--- src/design/assert_macros.svh ---
// Assertion helpers shared by the RTL.
// Both expect clk and rst in scope; checks are off while rst is high.
`ifndef ASSERT_MACROS_SVH
`define ASSERT_MACROS_SVH

// Property must hold at every clock edge.
`define ASSERT_ALWAYS(lbl, prop, msg) \
  lbl: assert property (@(posedge clk) disable iff (rst) (prop)) else $error(msg);

// Whenever pre holds, post must hold on the next clock.
`define ASSERT_NEXT(lbl, pre, post, msg) \
  lbl: assert property (@(posedge clk) disable iff (rst) (pre) |=> (post)) else $error(msg);

`endif

--- src/design/gbfr_pkg.sv ---
`timescale 1ns / 1ps

package gbfr_pkg;

  // Largest whole frame (header, payload and checksum) the receiver takes.
  localparam int MAX_FRAME_BYTES = 512;

  // Position counter: highest position reached is MAX_FRAME_BYTES - 1.
  localparam int POS_W = $clog2(MAX_FRAME_BYTES);
  // Width for length compares: 16-bit length plus carry.
  localparam int CHK_W = 17;

  localparam int HDR_BYTES  = 4;  // class, id, length low, length high
  localparam int OVERHEAD   = 6;  // header plus two checksum bytes

  localparam int IDX_W = 9;

  localparam logic [7:0] SYNC_FIRST  = 8'hB5;
  localparam logic [7:0] SYNC_SECOND = 8'h62;

  // Result kinds
  localparam logic [1:0] KIND_PAYLOAD  = 2'd0;
  localparam logic [1:0] KIND_GOOD     = 2'd1;
  localparam logic [1:0] KIND_BAD_SUM  = 2'd2;
  localparam logic [1:0] KIND_TOO_LONG = 2'd3;

  typedef struct packed {
    logic [1:0]       kind;
    logic [7:0]       data;
    logic [IDX_W-1:0] index;
    logic [15:0]      msg_id;
    logic [15:0]      length;
    logic [15:0]      calc_sum;
    logic [15:0]      recv_sum;
  } result_t;

endpackage

--- src/design/gbfr_out_queue.sv ---
`timescale 1ns / 1ps

// Two-entry result queue: output register plus skid entry.
module gbfr_out_queue
  import gbfr_pkg::*;
(
  input  logic    clk,
  input  logic    rst,
  input  logic    push,
  input  result_t push_data,
  output logic    full,
  output logic    out_valid,
  input  logic    out_stall,
  output result_t head
);

  logic [1:0] count;
  logic [1:0] count_next;
  result_t    second;
  logic       pop;

  assign pop       = (count != 2'd0) && !out_stall;
  assign full      = (count == 2'd2);
  assign out_valid = (count != 2'd0);

  always_comb begin
    count_next = count;
    if (push && !pop) begin
      count_next = count + 2'd1;
    end else if (!push && pop) begin
      count_next = count - 2'd1;
    end
  end

  always_ff @(posedge clk) begin
    if (rst) begin
      count <= 2'd0;
    end else begin
      count <= count_next;
    end
  end

  // payload entries need no reset
  always_ff @(posedge clk) begin
    if (pop) begin
      if (count == 2'd2) begin
        head <= second;
      end else if (push) begin
        head <= push_data;
      end
    end else if (push && (count == 2'd0)) begin
      head <= push_data;
    end
    if (push && !pop && (count == 2'd1)) begin
      second <= push_data;
    end
  end

endmodule

--- src/design/gnss_binary_frame_receiver_top.sv ---
`timescale 1ns / 1ps

// Binary frame receiver. Takes one received byte per word on the input
// channel and hunts for frames opening with the sync pair B5h 62h, followed
// by class, id, a little-endian 16-bit payload length, the payload and the
// two checksum bytes A then B. Each payload byte leaves as its own result
// word with its index; after the last checksum byte a good or mismatch word
// carries both the computed Fletcher-8 sum (over class, id, length and
// payload) and the received one. A header whose length plus six exceeds
// MAX_FRAME_BYTES gives a length-too-long word and hunting resumes at once.
// A wrong second sync byte drops back to hunting silently. Rate: one byte
// per clock while in_stall is low; the parser does all its work for a byte
// in the cycle it is taken, and its result word is registered in the output
// queue. Results go through a two-word queue (output register plus skid
// entry), so in_stall rises only when both hold words the sink has not
// taken. No memory, no clearing pass after reset.
`include "assert_macros.svh"

module gnss_binary_frame_receiver_top
  import gbfr_pkg::*;
(
  input  logic        clk,
  input  logic        rst,
  // byte input channel
  input  logic        in_valid,
  output logic        in_stall,
  input  logic [7:0]  rx_byte,
  // result channel
  output logic        out_valid,
  input  logic        out_stall,
  output logic [1:0]  result_kind,
  output logic [7:0]  data_byte,
  output logic [8:0]  payload_index,
  output logic [15:0] msg_id,
  output logic [15:0] payload_length,
  output logic [15:0] computed_checksum,
  output logic [15:0] received_checksum
);

  // sync_phase codes
  localparam logic [1:0] PH_HUNT  = 2'd0;  // waiting for first sync byte
  localparam logic [1:0] PH_SYNC2 = 2'd1;  // expecting second sync byte
  localparam logic [1:0] PH_FRAME = 2'd2;  // inside a frame

  // header byte positions
  localparam logic [1:0] HDR_CLASS  = 2'd0;
  localparam logic [1:0] HDR_ID     = 2'd1;
  localparam logic [1:0] HDR_LEN_LO = 2'd2;
  localparam logic [1:0] HDR_LEN_HI = 2'd3;

  // parser state
  logic [1:0]       sync_phase, sync_phase_next;
  logic [POS_W-1:0] byte_position, byte_position_next;
  logic [15:0]      frame_length, frame_length_next;
  logic [15:0]      frame_id, frame_id_next;
  logic [7:0]       sum_a, sum_a_next;
  logic [7:0]       sum_b, sum_b_next;
  logic [7:0]       tail_first, tail_first_next;

  logic             in_acc;
  logic             res_push;
  result_t          res;
  result_t          head;
  logic             q_full;

  // Fletcher-8 step over the incoming byte
  logic [7:0]       add_a, add_b;
  logic [CHK_W-1:0] pos_ext, payload_end, new_frame_bytes, pos_m4;

  assign in_stall = q_full;
  assign in_acc   = in_valid && !in_stall;

  assign add_a       = sum_a + rx_byte;
  assign add_b       = sum_b + add_a;
  assign pos_ext     = CHK_W'(byte_position);
  assign payload_end = {1'b0, frame_length} + CHK_W'(HDR_BYTES);
  assign pos_m4      = pos_ext - CHK_W'(HDR_BYTES);
  // length high byte arrives with the current byte
  assign new_frame_bytes = {1'b0, rx_byte, frame_length[7:0]} + CHK_W'(OVERHEAD);

  always_comb begin
    sync_phase_next    = sync_phase;
    byte_position_next = byte_position;
    frame_length_next  = frame_length;
    frame_id_next      = frame_id;
    sum_a_next         = sum_a;
    sum_b_next         = sum_b;
    tail_first_next    = tail_first;
    res_push           = 1'b0;
    res                = '0;

    case (sync_phase)
      PH_HUNT: begin
        if (rx_byte == SYNC_FIRST) begin
          sync_phase_next = PH_SYNC2;
        end
      end
      PH_SYNC2: begin
        if (rx_byte == SYNC_SECOND) begin
          sync_phase_next    = PH_FRAME;
          byte_position_next = '0;
          frame_length_next  = '0;
          frame_id_next      = '0;
          sum_a_next         = '0;
          sum_b_next         = '0;
          tail_first_next    = '0;
        end else begin
          sync_phase_next = PH_HUNT;
        end
      end
      PH_FRAME: begin
        byte_position_next = byte_position + POS_W'(1);
        if (pos_ext < CHK_W'(HDR_BYTES)) begin
          sum_a_next = add_a;
          sum_b_next = add_b;
          case (byte_position[1:0])
            HDR_CLASS:  frame_id_next = {rx_byte, frame_id[7:0]};
            HDR_ID:     frame_id_next = {frame_id[15:8], rx_byte};
            HDR_LEN_LO: frame_length_next = {frame_length[15:8], rx_byte};
            HDR_LEN_HI: begin
              frame_length_next = {rx_byte, frame_length[7:0]};
              if (new_frame_bytes > CHK_W'(MAX_FRAME_BYTES)) begin
                sync_phase_next = PH_HUNT;
                res_push        = 1'b1;
                res.kind        = KIND_TOO_LONG;
              end
            end
            default: ;
          endcase
        end else if (pos_ext < payload_end) begin
          sum_a_next = add_a;
          sum_b_next = add_b;
          res_push   = 1'b1;
          res.kind   = KIND_PAYLOAD;
          res.data   = rx_byte;
          res.index  = pos_m4[IDX_W-1:0];
        end else if (pos_ext == payload_end) begin
          tail_first_next = rx_byte;
        end else begin
          // second checksum byte closes the frame
          sync_phase_next    = PH_HUNT;
          byte_position_next = '0;
          res_push           = 1'b1;
          res.calc_sum       = {sum_a, sum_b};
          res.recv_sum       = {tail_first, rx_byte};
          res.kind = ({sum_a, sum_b} == {tail_first, rx_byte}) ? KIND_GOOD : KIND_BAD_SUM;
        end
      end
      default: sync_phase_next = PH_HUNT;
    endcase

    res.msg_id = frame_id_next;
    res.length = frame_length_next;
  end

  always_ff @(posedge clk) begin
    if (rst) begin
      sync_phase    <= PH_HUNT;
      byte_position <= '0;
      frame_length  <= '0;
      frame_id      <= '0;
      sum_a         <= '0;
      sum_b         <= '0;
      tail_first    <= '0;
    end else if (in_acc) begin
      sync_phase    <= sync_phase_next;
      byte_position <= byte_position_next;
      frame_length  <= frame_length_next;
      frame_id      <= frame_id_next;
      sum_a         <= sum_a_next;
      sum_b         <= sum_b_next;
      tail_first    <= tail_first_next;
    end
  end

  gbfr_out_queue u_out_queue (
    .clk       (clk),
    .rst       (rst),
    .push      (in_acc && res_push),
    .push_data (res),
    .full      (q_full),
    .out_valid (out_valid),
    .out_stall (out_stall),
    .head      (head)
  );

  assign result_kind       = head.kind;
  assign data_byte         = head.data;
  assign payload_index     = head.index;
  assign msg_id            = head.msg_id;
  assign payload_length    = head.length;
  assign computed_checksum = head.calc_sum;
  assign received_checksum = head.recv_sum;

  // A stalled input means both queue words are occupied.
  `ASSERT_ALWAYS(a_stall_has_word, !in_stall || out_valid, "input stalled with empty queue")

  // Payload words only index inside the declared payload.
  `ASSERT_ALWAYS(a_payload_in_range, !(in_acc && res_push && (res.kind == KIND_PAYLOAD)) || (CHK_W'(res.index) < {1'b0, frame_length}), "payload index beyond length")

  // A frame verdict always returns the parser to hunting.
  `ASSERT_NEXT(a_verdict_hunts, in_acc && res_push && ((res.kind == KIND_GOOD) || (res.kind == KIND_BAD_SUM)), (sync_phase == PH_HUNT) && (byte_position == '0), "no return to hunt after frame")

  // Position never runs past the largest frame.
  `ASSERT_ALWAYS(a_pos_bound, (sync_phase != PH_FRAME) || (CHK_W'(byte_position) < CHK_W'(MAX_FRAME_BYTES)), "byte position beyond frame limit")

endmodule

--- config.mk ---
export PLATFORM = sky130hd
export DESIGN_NAME = gnss_binary_frame_receiver_top
export DESIGN_NICKNAME = d
export VERILOG_FILES = /design/src/design/gbfr_pkg.sv /design/src/design/gbfr_out_queue.sv /design/src/design/gnss_binary_frame_receiver_top.sv
export VERILOG_INCLUDE_DIRS = /design/src /design/src/design
export SDC_FILE = /design/constraint.sdc
export NUM_CORES = 1
export LEC_CHECK = 0
export BUFFER_PORTS_ARGS = -buffer_cell sky130_fd_sc_hd__clkbuf_2
export CORE_ASPECT_RATIO = 1.2
export CORE_MARGIN = 10
export CORE_UTILIZATION = 60
export CTS_CLUSTER_SIZE = 28
export DETAILED_ROUTE_END_ITERATION = 16
export GPL_TIMING_DRIVEN = 1
export PLACE_DENSITY = 0.81
export SYNTH_ARGS = -nofsm -noshare
export SYNTH_HDL_FRONTEND = slang
export SYNTH_SLANG_ARGS = --single-unit
--- constraint.sdc ---
create_clock -name clk -period 8.8 [get_ports clk]
set_clock_uncertainty 0.1 [all_clocks]
set_input_delay 1.76 -clock clk [delete_from_list [all_inputs] [get_ports clk]]
set_output_delay 1.76 -clock clk [all_outputs]
set_load 0.005 [all_outputs]
==> results of run 1 <==
## metrics by stage
stage / utilization / power [mW] / hold slack, ns / cells
6_report: 0.682 / 2.19 / 0.397 / 1235
3_3_place_gp: 0.642 / 1.26 / 0.368 / 1195
4_1_cts: 0.682 / 2.21 / 0.396 / 1235
3_5_place_dp: 0.642 / 1.26 / 0.388 / 1195
5_1_grt: 0.682 / 2.25 / 0.428 / 1235
2_1_floorplan: - / 1.24 / 0.352 / 910
## synth_stat cells (all sizes together) (2+ instances only)
| library cell | n |
|---|---|
| o31ai | 10 |
| fa | 2 |
| nor4 | 6 |
| a211oi | 4 |
| a221oi | 3 |
| a22o | 54 |
| clkbuf | 38 |
| a21o | 9 |
| a2111oi | 2 |
| nor2 | 69 |
| nand4 | 8 |
| inv | 30 |
| or2 | 4 |
| nand3 | 17 |
| or4 | 4 |
| o21ai | 15 |
| nand2b | 8 |
| a22oi | 33 |
| mux2 | 77 |
| and2 | 44 |
| nor3 | 7 |
| o2bb2ai | 2 |
| xor2 | 13 |
| nand3b | 4 |
| nand4b | 3 |
| dfxtp | 69 |
| buf | 27 |
| o21bai | 4 |
| edfxtp | 166 |
| a21boi | 2 |
| nor3b | 2 |
| xnor2 | 30 |
| and3 | 3 |
| o21a | 2 |
| nand2 | 32 |
| and4 | 6 |
| mux2i | 6 |
| a21oi | 28 |
| nor2b | 3 |
| ha | 41 |
| o211ai | 3 |
| or3 | 6 |
## per-layer routing
layer  vias up  wire length [microns]  global-route usage
li1       3492                      -                   -
met1      3600                   9970               0.232
met2       229                  12000               0.330
met3        59                   1430              0.0334
met4         0                    652              0.0643
met5         -                      0                   0
## how the worst max path moves through the flow
| stage | startpoint | to | slack, ns | cells after the start |
|---|---|---|---|---|
| 6_report | rx_byte[0] | u_out_queue.second[67] | 4.04 | 10 |
| 2_1_floorplan | rx_byte[1] | u_out_queue.head[0] | 1.05 | 8 |
| 3_5_place_dp | rx_byte[0] | u_out_queue.second[5] | 3.59 | 10 |
| 5_1_grt | frame_length[3] | u_out_queue.second[72] | 3.78 | 13 |
| 3_3_place_gp | rx_byte[0] | u_out_queue.second[57] | 3.71 | 10 |
| 4_1_cts | rx_byte[0] | u_out_queue.second[28] | 4.10 | 10 |
## logic make-up (layout without fill, tap and decap cells)
group / Yosys count / count (layout) / share of synthesized area
AO/OA/AOI/OAI: 184 / 184 / 0.125
XOR/XNOR: 43 / 43 / 0.0333
adder cells (fa/ha/maj): 43 / 43 / 0.0490
buffers and inverters: 95 / 168 / 0.0376
flip-flops: 235 / 235 / 0.564
multiplexers: 83 / 83 / 0.0821
AND/OR/NAND/NOR: 227 / 227 / 0.109
## where the power goes
| group | switching [mW] | internal (mW) | total, mW |
|---|---|---|---|
| combinational | 0.0417 | 0.0194 | 0.0611 |
| sequential | 0.00183 | 1.17 | 1.18 |
| clock | 0.402 | 0.554 | 0.956 |
| total | 0.446 | 1.75 | 2.19 |
## flip-flops by register name, summed over array words and instances (netlist names)
register / flops
sync_phase: 2
frame_length: 16
u_out_queue.head: 83
tail_first: 8
byte_position: 9
u_out_queue.second: 83
sum_a: 8
u_out_queue.count: 2
frame_id: 16
sum_b: 8
## cell type report
| cell class | count | area, sq um | share of cell area |
|---|---|---|---|
| clock buffers | 29 | 617 | 0.0492 |
| inverters | 30 | 113 | 0.00898 |
| clock inverters | 11 | 116 | 0.00928 |
| repair buffers | 98 | 495 | 0.0395 |
| well taps | 252 | 315 | 0.0251 |
| flip-flops and latches | 235 | 6370 | 0.508 |
| multi-input cells | 580 | 4510 | 0.360 |
## worst reg2reg max path: cells and delay by family, from the launching register on
| kind | cells | cell delay [ns] |
|---|---|---|
| simple gates | 5 | 1.45 |
| fa+ha+maj | 3 | 0.95 |
| compound gates | 3 | 0.77 |
| flops | 1 | 0.58 |
| xor+xnor | 1 | 0.19 |
| buf+inv | 1 | 0.15 |
==> qor.yml, run 1 <==
placed_design:
  dp_hpwl_microns: 16100
  dpl_cell_area_sq_mm: 0.0118
  gp_congestion: 0.896
  dp_slack_ns: 3.59
  port_buffers: 96
floorplanning:
  die_w_microns: 145
  rows: 54
  initial_core_util: 0.615
  dieArea_sq_mm: 0.0247
  design.core.area_sq_mm: 0.0184
  pin_count: 97
  fp.dieH_microns: 170
clock_tree:
  cts_buffers: 22
  clock_latency_ns: 0.52
  ctsResizeCount: 0
  root_buffer: "clkbuf_16"
  cts_tree: "done"
  h-tree-depth: 1
  clock-sinks: 235
  hold_buffers: 0
  clk_pin_slew_worst_paths_ns: 0.07
  post_cts_buffers: 0
  cts_max_path_buffers: 3
global_route:
  antenna_found_initial: 0
  overflow: 0
  grt_pass1_wl_microns: 38800
  grt_usage: 0.189
  grt_pass1_vias: 7298
  grt_start_max_net_pins: 84
worst_setup_path:
  crit_buf_inv: 2
  regToRegSetupSlack_ns: 4.09
  crit_family: "simple AND/OR/NAND/NOR gates"
  critPathMaxFanout: 83
  critical_path.max_stage_delay_ns: 0.83
  rr_endpoint: "u_out_queue.second[67]"
  worstPathCellList: "clkbuf_2 -> nand3_1 -> or3_1 -> mux2i_1 -> a21boi_0 -> a31oi_1 -> nand3_1 -> inv_1 -> ha_1 -> and2_4"
  worst_path_max_delay_cell: "and2_4"
  cpMostUsedCell: "nand3_1"
  required_ns: 8.82
  path_class: "in2reg"
  timing.rr.start: "frame_length[3]"
  worstSetupEndpointType: "register"
  ff2ff_path_depth: 13
  worstSetupStartpointType: "input pin"
  critical_path_arrival_ns: 4.78
power:
  powerDensity_mw_per_mm2: 175
  irDropWorstVdd_mv: 0.135
  p_leak_nw: 4.61
synth:
  synth_fp_nets: 965
  synth.yosys.seq_area_share: 0.564
  synth-edff-count: 166
  ys.warnings.count: 0
  syn_area_per_cell_sq_um: 12.4
  syn-instance-count: 910
  async_flop_share: 0
  synth.ff_latch_count: 235
  yosysUniqueCellTypes: 75
  ys_top_cells_by_area: "edfxtp_1 (44%), dfxtp_1 (12%), mux2_2 (7.7%), ha_1 (4.5%), a22o_1 (4.2%)"
  synth_top_area_frac: 0.441
  synth_area_leader_cell: "edfxtp_1"
  synth_area_sq_mm: 0.0113
  ys.flop_type: "edfxtp_1"
finish:
  drive_gt1_frac: 0.244
  fin_nets: 1022
  areaGrowthSynthToFinish_pct: 11.0
  fillers: 1372
  mostFrequentLayoutCells: "edfxtp_1 (166), clkbuf_2 (96), mux2_2 (77)"
  post-route-cell-area_sq_mm: 0.0125
  antennaDiodeCount: 0
  final_common_cell: "edfxtp_1"
timing:
  drv_slew: 0
  setup_viol_count_final: 0
  final.period_utilization: 0.541
  worst_slack_ns: 4.04
  rsz0062_at_grt: "no"
  period_minus_slack_ns: 4.76
  finalHoldViolCount: 0
  max_freq_mhz: 210
  tns_ns: 0
  tightest_slew_ns: 1.16
  maxSlewHeadroom: 0.228
hold_path:
  worst_hold_path_type: "reg2reg"
  hold_path_depth: 2
  worstHoldStart: "sync_phase[0]"
  min_to: "sync_phase[0]"
detailed_routing:
  drt-total-wl_microns: 24100
  vias: 7380
  initialDrtViolationCount: 528
  drtAntennaViolNets: 0
  via_per_inst: 5.98
  drc: 0
  wl_per_cell_microns: 19.5
  drt_pass1_iterations: 6
job:
  max_cap_violations: 0
status:
  status: "finished clean"
No activity file was read; power rests on OpenSTA's default activity.
==> run 2, diff against run 1 <==
--- a/config.mk
+++ b/config.mk
@@ -6,14 +6,15 @@
 export SDC_FILE = /design/constraint.sdc
 export NUM_CORES = 1
 export LEC_CHECK = 0
+export ABC_AREA = 1
 export BUFFER_PORTS_ARGS = -buffer_cell sky130_fd_sc_hd__clkbuf_2
 export CORE_ASPECT_RATIO = 1.2
 export CORE_MARGIN = 10
-export CORE_UTILIZATION = 60
+export CORE_UTILIZATION = 54
 export CTS_CLUSTER_SIZE = 28
 export DETAILED_ROUTE_END_ITERATION = 16
 export GPL_TIMING_DRIVEN = 1
-export PLACE_DENSITY = 0.81
+export PLACE_DENSITY = 0.77
 export SYNTH_ARGS = -nofsm -noshare
 export SYNTH_HDL_FRONTEND = slang
 export SYNTH_SLANG_ARGS = --single-unit
==> constraint.sdc (replaced) <==
create_clock -name clk -period 4 [get_ports clk]
set_clock_uncertainty 0.1 [all_clocks]
set_input_delay 0.8 -clock clk [delete_from_list [all_inputs] [get_ports clk]]
set_output_delay 0.8 -clock clk [all_outputs]
set_load 0.005 [all_outputs]
==> qor.yml, run 2 <==
synth:
  synth_top_area_frac: 0.424  # -0.0173
  ys_top_cells_by_area: "edfxtp_1 (42%), dfxtp_1 (12%), nand2_1 (6.2%), nor2_1 (6.0%), inv_1 (5.8%)"
  synth_area_sq_mm: 0.0118  # +4.1%
  ys.flop_type: "edfxtp_1"
  synth_commonest_cells: "nand2_1 (194), nor2_1 (187), inv_1 (183)"
  synth-edff-count: 166  # unchanged
  syn_area_per_cell_sq_um: 9.16  # -26%
  synth.most_common_cell: "nand2_1"
  synth_area_leader_cell: "edfxtp_1"
  synth.ff_latch_count: 235  # unchanged
  synth.yosys.seq_area_share: 0.542  # -0.0221
  synth_fp_nets: 1339  # +39%
  syn-instance-count: 1284  # +41%
  async_flop_share: 0  # unchanged
  yosysUniqueCellTypes: 42  # -44%
  ys.warnings.count: 0  # unchanged
power:
  power_mw: 5.36  # +140%
  powerDensity_mw_per_mm2: 402  # +130%
  p_leak_nw: 5.81  # +26%
  irDropWorstVdd_mv: 0.303  # +120%
timing:
  period_minus_slack_ns: 3.45
  drv_slew: 0  # unchanged
  final.period_utilization: 0.863
  rsz0062_at_grt: "no"
  worst_slack_ns: 0.547  # -3.49 ns
  max_freq_mhz: 290
  tightest_slew_ns: 0.778  # -0.380 ns
  maxSlewHeadroom: 0.481  # +0.253
  tns_ns: 0  # unchanged
  setup_viol_count_final: 0  # unchanged
  finalHoldViolCount: 0  # unchanged
placed_design:
  dp_slack_ns: 0.355  # -3.24 ns
  port_buffers: 96  # unchanged
  gp_congestion: 0.951  # +6.1%
  dp_hpwl_microns: 19300  # +20%
finish:
  fin_nets: 1426  # +40%
  final_util: 0.619  # -0.0633
  mostFrequentLayoutCells: "nand2_1 (194), nor2_1 (186), inv_1 (182)"
  drive_gt1_frac: 0.126  # -0.118
  final_common_cell: "nand2_1"
  areaGrowthSynthToFinish_pct: 13.5
  antennaDiodeCount: 0  # unchanged
  reg_top3: "u_out_queue.head (83), u_out_queue.second (83)"
worst_setup_path:
  critical_path_arrival_ns: 3.52  # -1.26 ns
  crit_family: "simple AND/OR/NAND/NOR gates"
  critPathMaxFanout: 32  # -61%
  worstSetupEndpointType: "register"
  cpMostUsedCell: "nand2_1"
  worstSetupStartpointType: "register"
  crit_buf_inv: 2  # unchanged
  critical_path.max_stage_delay_ns: 0.40  # -0.43 ns
  worstPathCellList: "ha_1 -> inv_1 -> nor2_2 -> xor2_1 -> ha_1 -> a21oi_1 -> nand2_1 -> nand2_1 -> nand2_1 -> nand4_1 -> nand2_1 -> nor2_1 -> nor2_1 -> a21oi_4 -> buf_4"
  path_class: "reg2reg"
  worst_path_max_delay_cell: "buf_4"
  required_ns: 4.07  # -4.75 ns
clock_tree:
  clock-sinks: 235  # unchanged
  cts_tree: "done"
  hold_buffers: 0  # unchanged
  ctsResizeCount: 0  # unchanged
  cts_buffers: 24  # +9.1%
  h-tree-depth: 1  # unchanged
  root_buffer: "clkbuf_16"
  clk_pin_slew_worst_paths_ns: 0.06  # about the same
  clock_latency_ns: 0.52  # about the same
  cts_max_path_buffers: 3  # unchanged
  post_cts_buffers: 0  # unchanged
detailed_routing:
  drt_pass1_iterations: 6  # unchanged
  initialDrtViolationCount: 661  # +25%
  via_per_inst: 5.35  # -10%
  wl_per_cell_microns: 16.4  # -16%
  drtAntennaViolNets: 0  # unchanged
  drt-total-wl_microns: 27400  # +14%
  drc: 0  # unchanged
  vias: 8902  # +21%
global_route:
  overflow: 0  # unchanged
  grt_pass1_wl_microns: 44400  # +14%
  antenna_found_initial: 0  # unchanged
  grt_pass1_vias: 8653  # +19%
  grt_start_max_net_pins: 69  # -18%
  grt_usage: 0.190  # +0.000758
floorplanning:
  dieArea_sq_mm: 0.0281  # +14%
  fp.dieH_microns: 182  # +6.7%
  rows: 59  # +9.3%
  die_w_microns: 155  # +6.5%
  pin_count: 97  # unchanged
  initial_core_util: 0.545  # -0.0692
  design.core.area_sq_mm: 0.0216  # +17%
hold_path:
  worst_hold_path_type: "reg2reg"
job:
  max_cap_violations: 0  # unchanged
status:
  status: "finished clean"
-- run 2: worst paths after layout --
kind	from	end	slack [ns]	depth (start not counted)
worst min register to register	tail_first[3]	tail_first[3]	0.40	2
worst min-delay path	tail_first[3]	tail_first[3]	0.40	2
worst max register to register	frame_length[2]	u_out_queue.head[45]	0.55	15
worst max-delay path	frame_length[2]	u_out_queue.head[45]	0.55	15
-- run 2: power breakdown --
group / internal (mW) / switching [mW] / total (mW)
clock network: 1.35 / 0.903 / 2.25
registers: 2.64 / 0.0252 / 2.67
logic: 0.143 / 0.302 / 0.446
-- run 2: layout make-up --
class                           instances  area, sq um
Clock buffer                           40          716
Clock inverter                          4         80.1
Fill cell                            1830         8210
Inverter                              186          702
Multi-Input combinational cell        810         4480
Sequential cell                       235         6370
Tap cell                              274          343
Timing Repair Buffer                  114          653
-- run 2: kinds of logic (layout without fill, tap and decap cells) --
logic type,count (synthesis),in the layout,synth area share
buffers and inverters,239,344,0.0789
XOR/XNOR,44,44,0.0328
adder cells (fa/ha/maj),43,43,0.0470
flip-flops,235,235,0.542
multiplexers,32,32,0.0272
AO/OA/AOI/OAI,194,194,0.0887
AND/OR/NAND/NOR,497,497,0.184
-- run 2: worst register-to-register path: cells and delay by family (launching register included) --
| family | cells | cell delay, ns |
|---|---|---|
| DFF | 1 | 0.34 |
| and+or+nand+nor | 8 | 1.11 |
| xor gates and xnor gates | 1 | 0.20 |
| buffers and inverters | 2 | 0.47 |
| adders and majority gates | 2 | 0.49 |
| AOI/OAI and AO/OA | 2 | 0.37 |
-- run 2: metal layers --
metal | up-vias | track usage | share of wire | wire (microns)
met4 | 0 | 0.0677 | 0.033 | 898
met2 | 238 | 0.343 | 0.52 | 14100
met3 | 57 | 0.0296 | 0.045 | 1240
li1 | 4429 | - | - | -
met5 | - | 0 | 0 | 0
met1 | 4178 | 0.220 | 0.40 | 11100
-- run 2: metrics by stage --
stage | instance area [sq um] | std cells | hold slack, ns
final | 13300 | 1663 | 0.402
after CTS | 13300 | 1663 | 0.400
after floorplan | 11800 | 1284 | 0.354
after global routing | 13300 | 1663 | 0.436
after detailed placement | 12500 | 1619 | 0.390
after global placement | 12500 | 1619 | 0.381
==> run 3, diff against run 2 <==
--- a/config.mk
+++ b/config.mk
@@ -15,6 +15,7 @@
 export DETAILED_ROUTE_END_ITERATION = 16
 export GPL_TIMING_DRIVEN = 1
 export PLACE_DENSITY = 0.77
+export REMOVE_ABC_BUFFERS = 1
 export SYNTH_ARGS = -nofsm -noshare
 export SYNTH_HDL_FRONTEND = slang
 export SYNTH_SLANG_ARGS = --single-unit
==> qor.yml, run 3 (synthesized netlist as in run 2, its figures left out) <==
worst_setup_path:
  timing.rr.start: "frame_length[3]"
  worstSetupEndpointType: "register"
  path_class: "reg2reg"
  rr_endpoint: "u_out_queue.head[49]"
  critical_path_arrival_ns: 3.62  # +0.10 ns
  critical_path.startpoint: "frame_length[3]"
  worstSetupStartpointType: "register"
  required_ns: 4.04  # -0.03 ns
  ff2ff_path_depth: 17  # +2
  regToRegSetupSlack_ns: 0.42  # -0.13 ns
  critPathMaxFanout: 83  # +160%
finish:
  mostFrequentLayoutCells: "nand2_1 (194), nor2_1 (186), inv_1 (182)"
  final_util: 0.615  # -0.00377
  reg_top3: "u_out_queue.head (83), u_out_queue.second (83)"
  areaGrowthSynthToFinish_pct: 12.8
  fin_nets: 1424  # -0.14%
  antennaDiodeCount: 0  # unchanged
  final_common_cell: "nand2_1"
  drive_gt1_frac: 0.129  # +0.00253
global_route:
  grtUsageMet2: 0.339  # -0.00394
  grt_start_max_net_pins: 84  # +22%
  grt_pass1_vias: 8738  # +0.98%
  busiest_layer: "met2"
  overflow: 0  # unchanged
  antenna_found_initial: 0  # unchanged
  grt_pass1_wl_microns: 44200  # -0.40%
  met3_usage: 0.0326  # +0.00307
  use_met1: 0.223  # +0.00219
  grt_usage: 0.188  # -0.00203
floorplanning:
  pin_count: 97  # unchanged
  initial_core_util: 0.545  # unchanged
  dieArea_sq_mm: 0.0281  # unchanged
  rows: 59  # unchanged
  die_w_microns: 155  # unchanged
  design.core.area_sq_mm: 0.0216  # unchanged
  fp.dieH_microns: 182  # unchanged
detailed_routing:
  drc: 0  # unchanged
  drt-total-wl_microns: 26900  # -1.5%
  via_per_inst: 5.36  # +0.21%
  vias: 8899  # -0.034%
  drtAntennaViolNets: 0  # unchanged
  wl_per_cell_microns: 16.2  # -1.3%
  drt_pass1_iterations: 5  # -1
  initialDrtViolationCount: 719  # +8.8%
clock_tree:
  clock-sinks: 235  # unchanged
  cts_tree: "done"
  ctsResizeCount: 0  # unchanged
  cts_max_path_buffers: 3  # unchanged
  clk_pin_slew_worst_paths_ns: 0.06  # about the same
  clock_latency_ns: 0.51  # about the same
  root_buffer: "clkbuf_16"
  post_cts_buffers: 0  # unchanged
  h-tree-depth: 1  # unchanged
  cts_buffers: 23  # -4.2%
  hold_buffers: 0  # unchanged
timing:
  tightest_slew_ns: 0.954  # +0.176 ns
  finalHoldViolCount: 0  # unchanged
  setup_viol_count_final: 0  # unchanged
  worst_slack_ns: 0.421  # -0.126 ns
  final.period_utilization: 0.895  # +0.0315
  period_minus_slack_ns: 3.58  # +0.126 ns
  drv_slew: 0  # unchanged
  max_freq_mhz: 279  # -3.5%
  rsz0062_at_grt: "no"
  maxSlewHeadroom: 0.364  # -0.117
placed_design:
  dp_slack_ns: 0.257  # -0.0978 ns
  gp_congestion: 0.927  # -2.5%
  dp_hpwl_microns: 18700  # -3.1%
  port_buffers: 96  # unchanged
power:
  p_int_mw: 3.98  # -3.7%
  swShare: 0.234  # +0.00477
  irDropWorstVdd_mv: 0.384  # +27%
  p_leak_nw: 5.79  # -0.41%
  net-switching-power_mw: 1.22  # -1.1%
  power_frac_seq: 0.514  # +0.017
  power.share.clock: 0.401  # -0.019
  powerDensity_mw_per_mm2: 392  # -2.5%
  combPwrFrac: 0.084  # about the same
hold_path:
  hold_path_depth: 2  # unchanged
  worstHoldStart: "tail_first[6]"
  min_to: "tail_first[6]"
  worst_hold_path_type: "reg2reg"
job:
  max_cap_violations: 0  # unchanged
status:
  status: "finished clean"
## run 3: cell types whose count changed in the layout (fill, tap and decap cells not counted), sizes merged
cell / before / now
buf: 18 / 17
clkinv: 4 / 10
clkbuf: 136 / 127
inv: 183 / 184
bufinv: 2 / 1
## run 3: layout make-up
class | count | area (sq um)
Clock buffer | 31 | 646
Sequential cell | 235 | 6370
Multi-Input combinational cell | 810 | 4480
Fill cell | 1851 | 8300
Clock inverter | 10 | 80.1
Tap cell | 274 | 343
Timing Repair Buffer | 113 | 646
Inverter | 186 | 698
## run 3: how the worst max path moves through the flow
stage	cells past startpoint	slack [ns]	to
global route	18	0.05	u_out_queue.second[31]
detailed placement	17	0.26	sum_b[7]
finish	17	0.42	u_out_queue.head[49]
floorplan	5	-4.85	u_out_queue.head[0]
CTS	18	0.41	u_out_queue.second[14]
global placement	18	0.40	sum_b[7]
## run 3: metal layers
layer | routed length [microns] | vias to the layer above
met2 | 13800 | 249
met5 | 0 | -
met1 | 11000 | 4180
met3 | 1540 | 51
met4 | 589 | 0
li1 | - | 4419
## run 3: critical path: stages, from the launching register on
cell     delay, ns
dfxtp_1       0.47
ha_1          0.26
inv_1         0.06
nor2_2        0.18
xor2_1        0.19
ha_1          0.27
nand2_1       0.09
inv_1         0.05
nand2_1       0.06
nand2_1       0.04
nand2_1       0.05
nand2_1       0.14
nand4_1       0.14
nand2_1       0.09
nor2_1        0.28
nor2_1        0.12
a21oi_4       0.16
buf_12        0.32
## run 3: power by group through the flow
stage / Clock (mW) / Combinational (mW) / Sequential [mW]
6_report: 2.09 / 0.439 / 2.67
5_1_grt: 2.21 / 0.497 / 2.67
4_1_cts: 2.13 / 0.440 / 2.67
3_5_place_dp: 0 / 0.436 / 2.72
3_3_place_gp: 0 / 0.424 / 2.72
2_1_floorplan: 0 / 0.292 / 2.72
## run 3: per-stage QoR
stage	total power, mW	cells	setup TNS, ns	hold slack, ns	cell area, sq um
after floorplan	3.01	1231	-557.24	0.348	11500
after global placement	3.15	1618	0	0.377	12500
after detailed placement	3.16	1618	0	0.391	12500
after CTS	5.24	1659	0	0.400	13300
after global routing	5.38	1659	0	0.423	13300
final	5.20	1659	0	0.401	13300
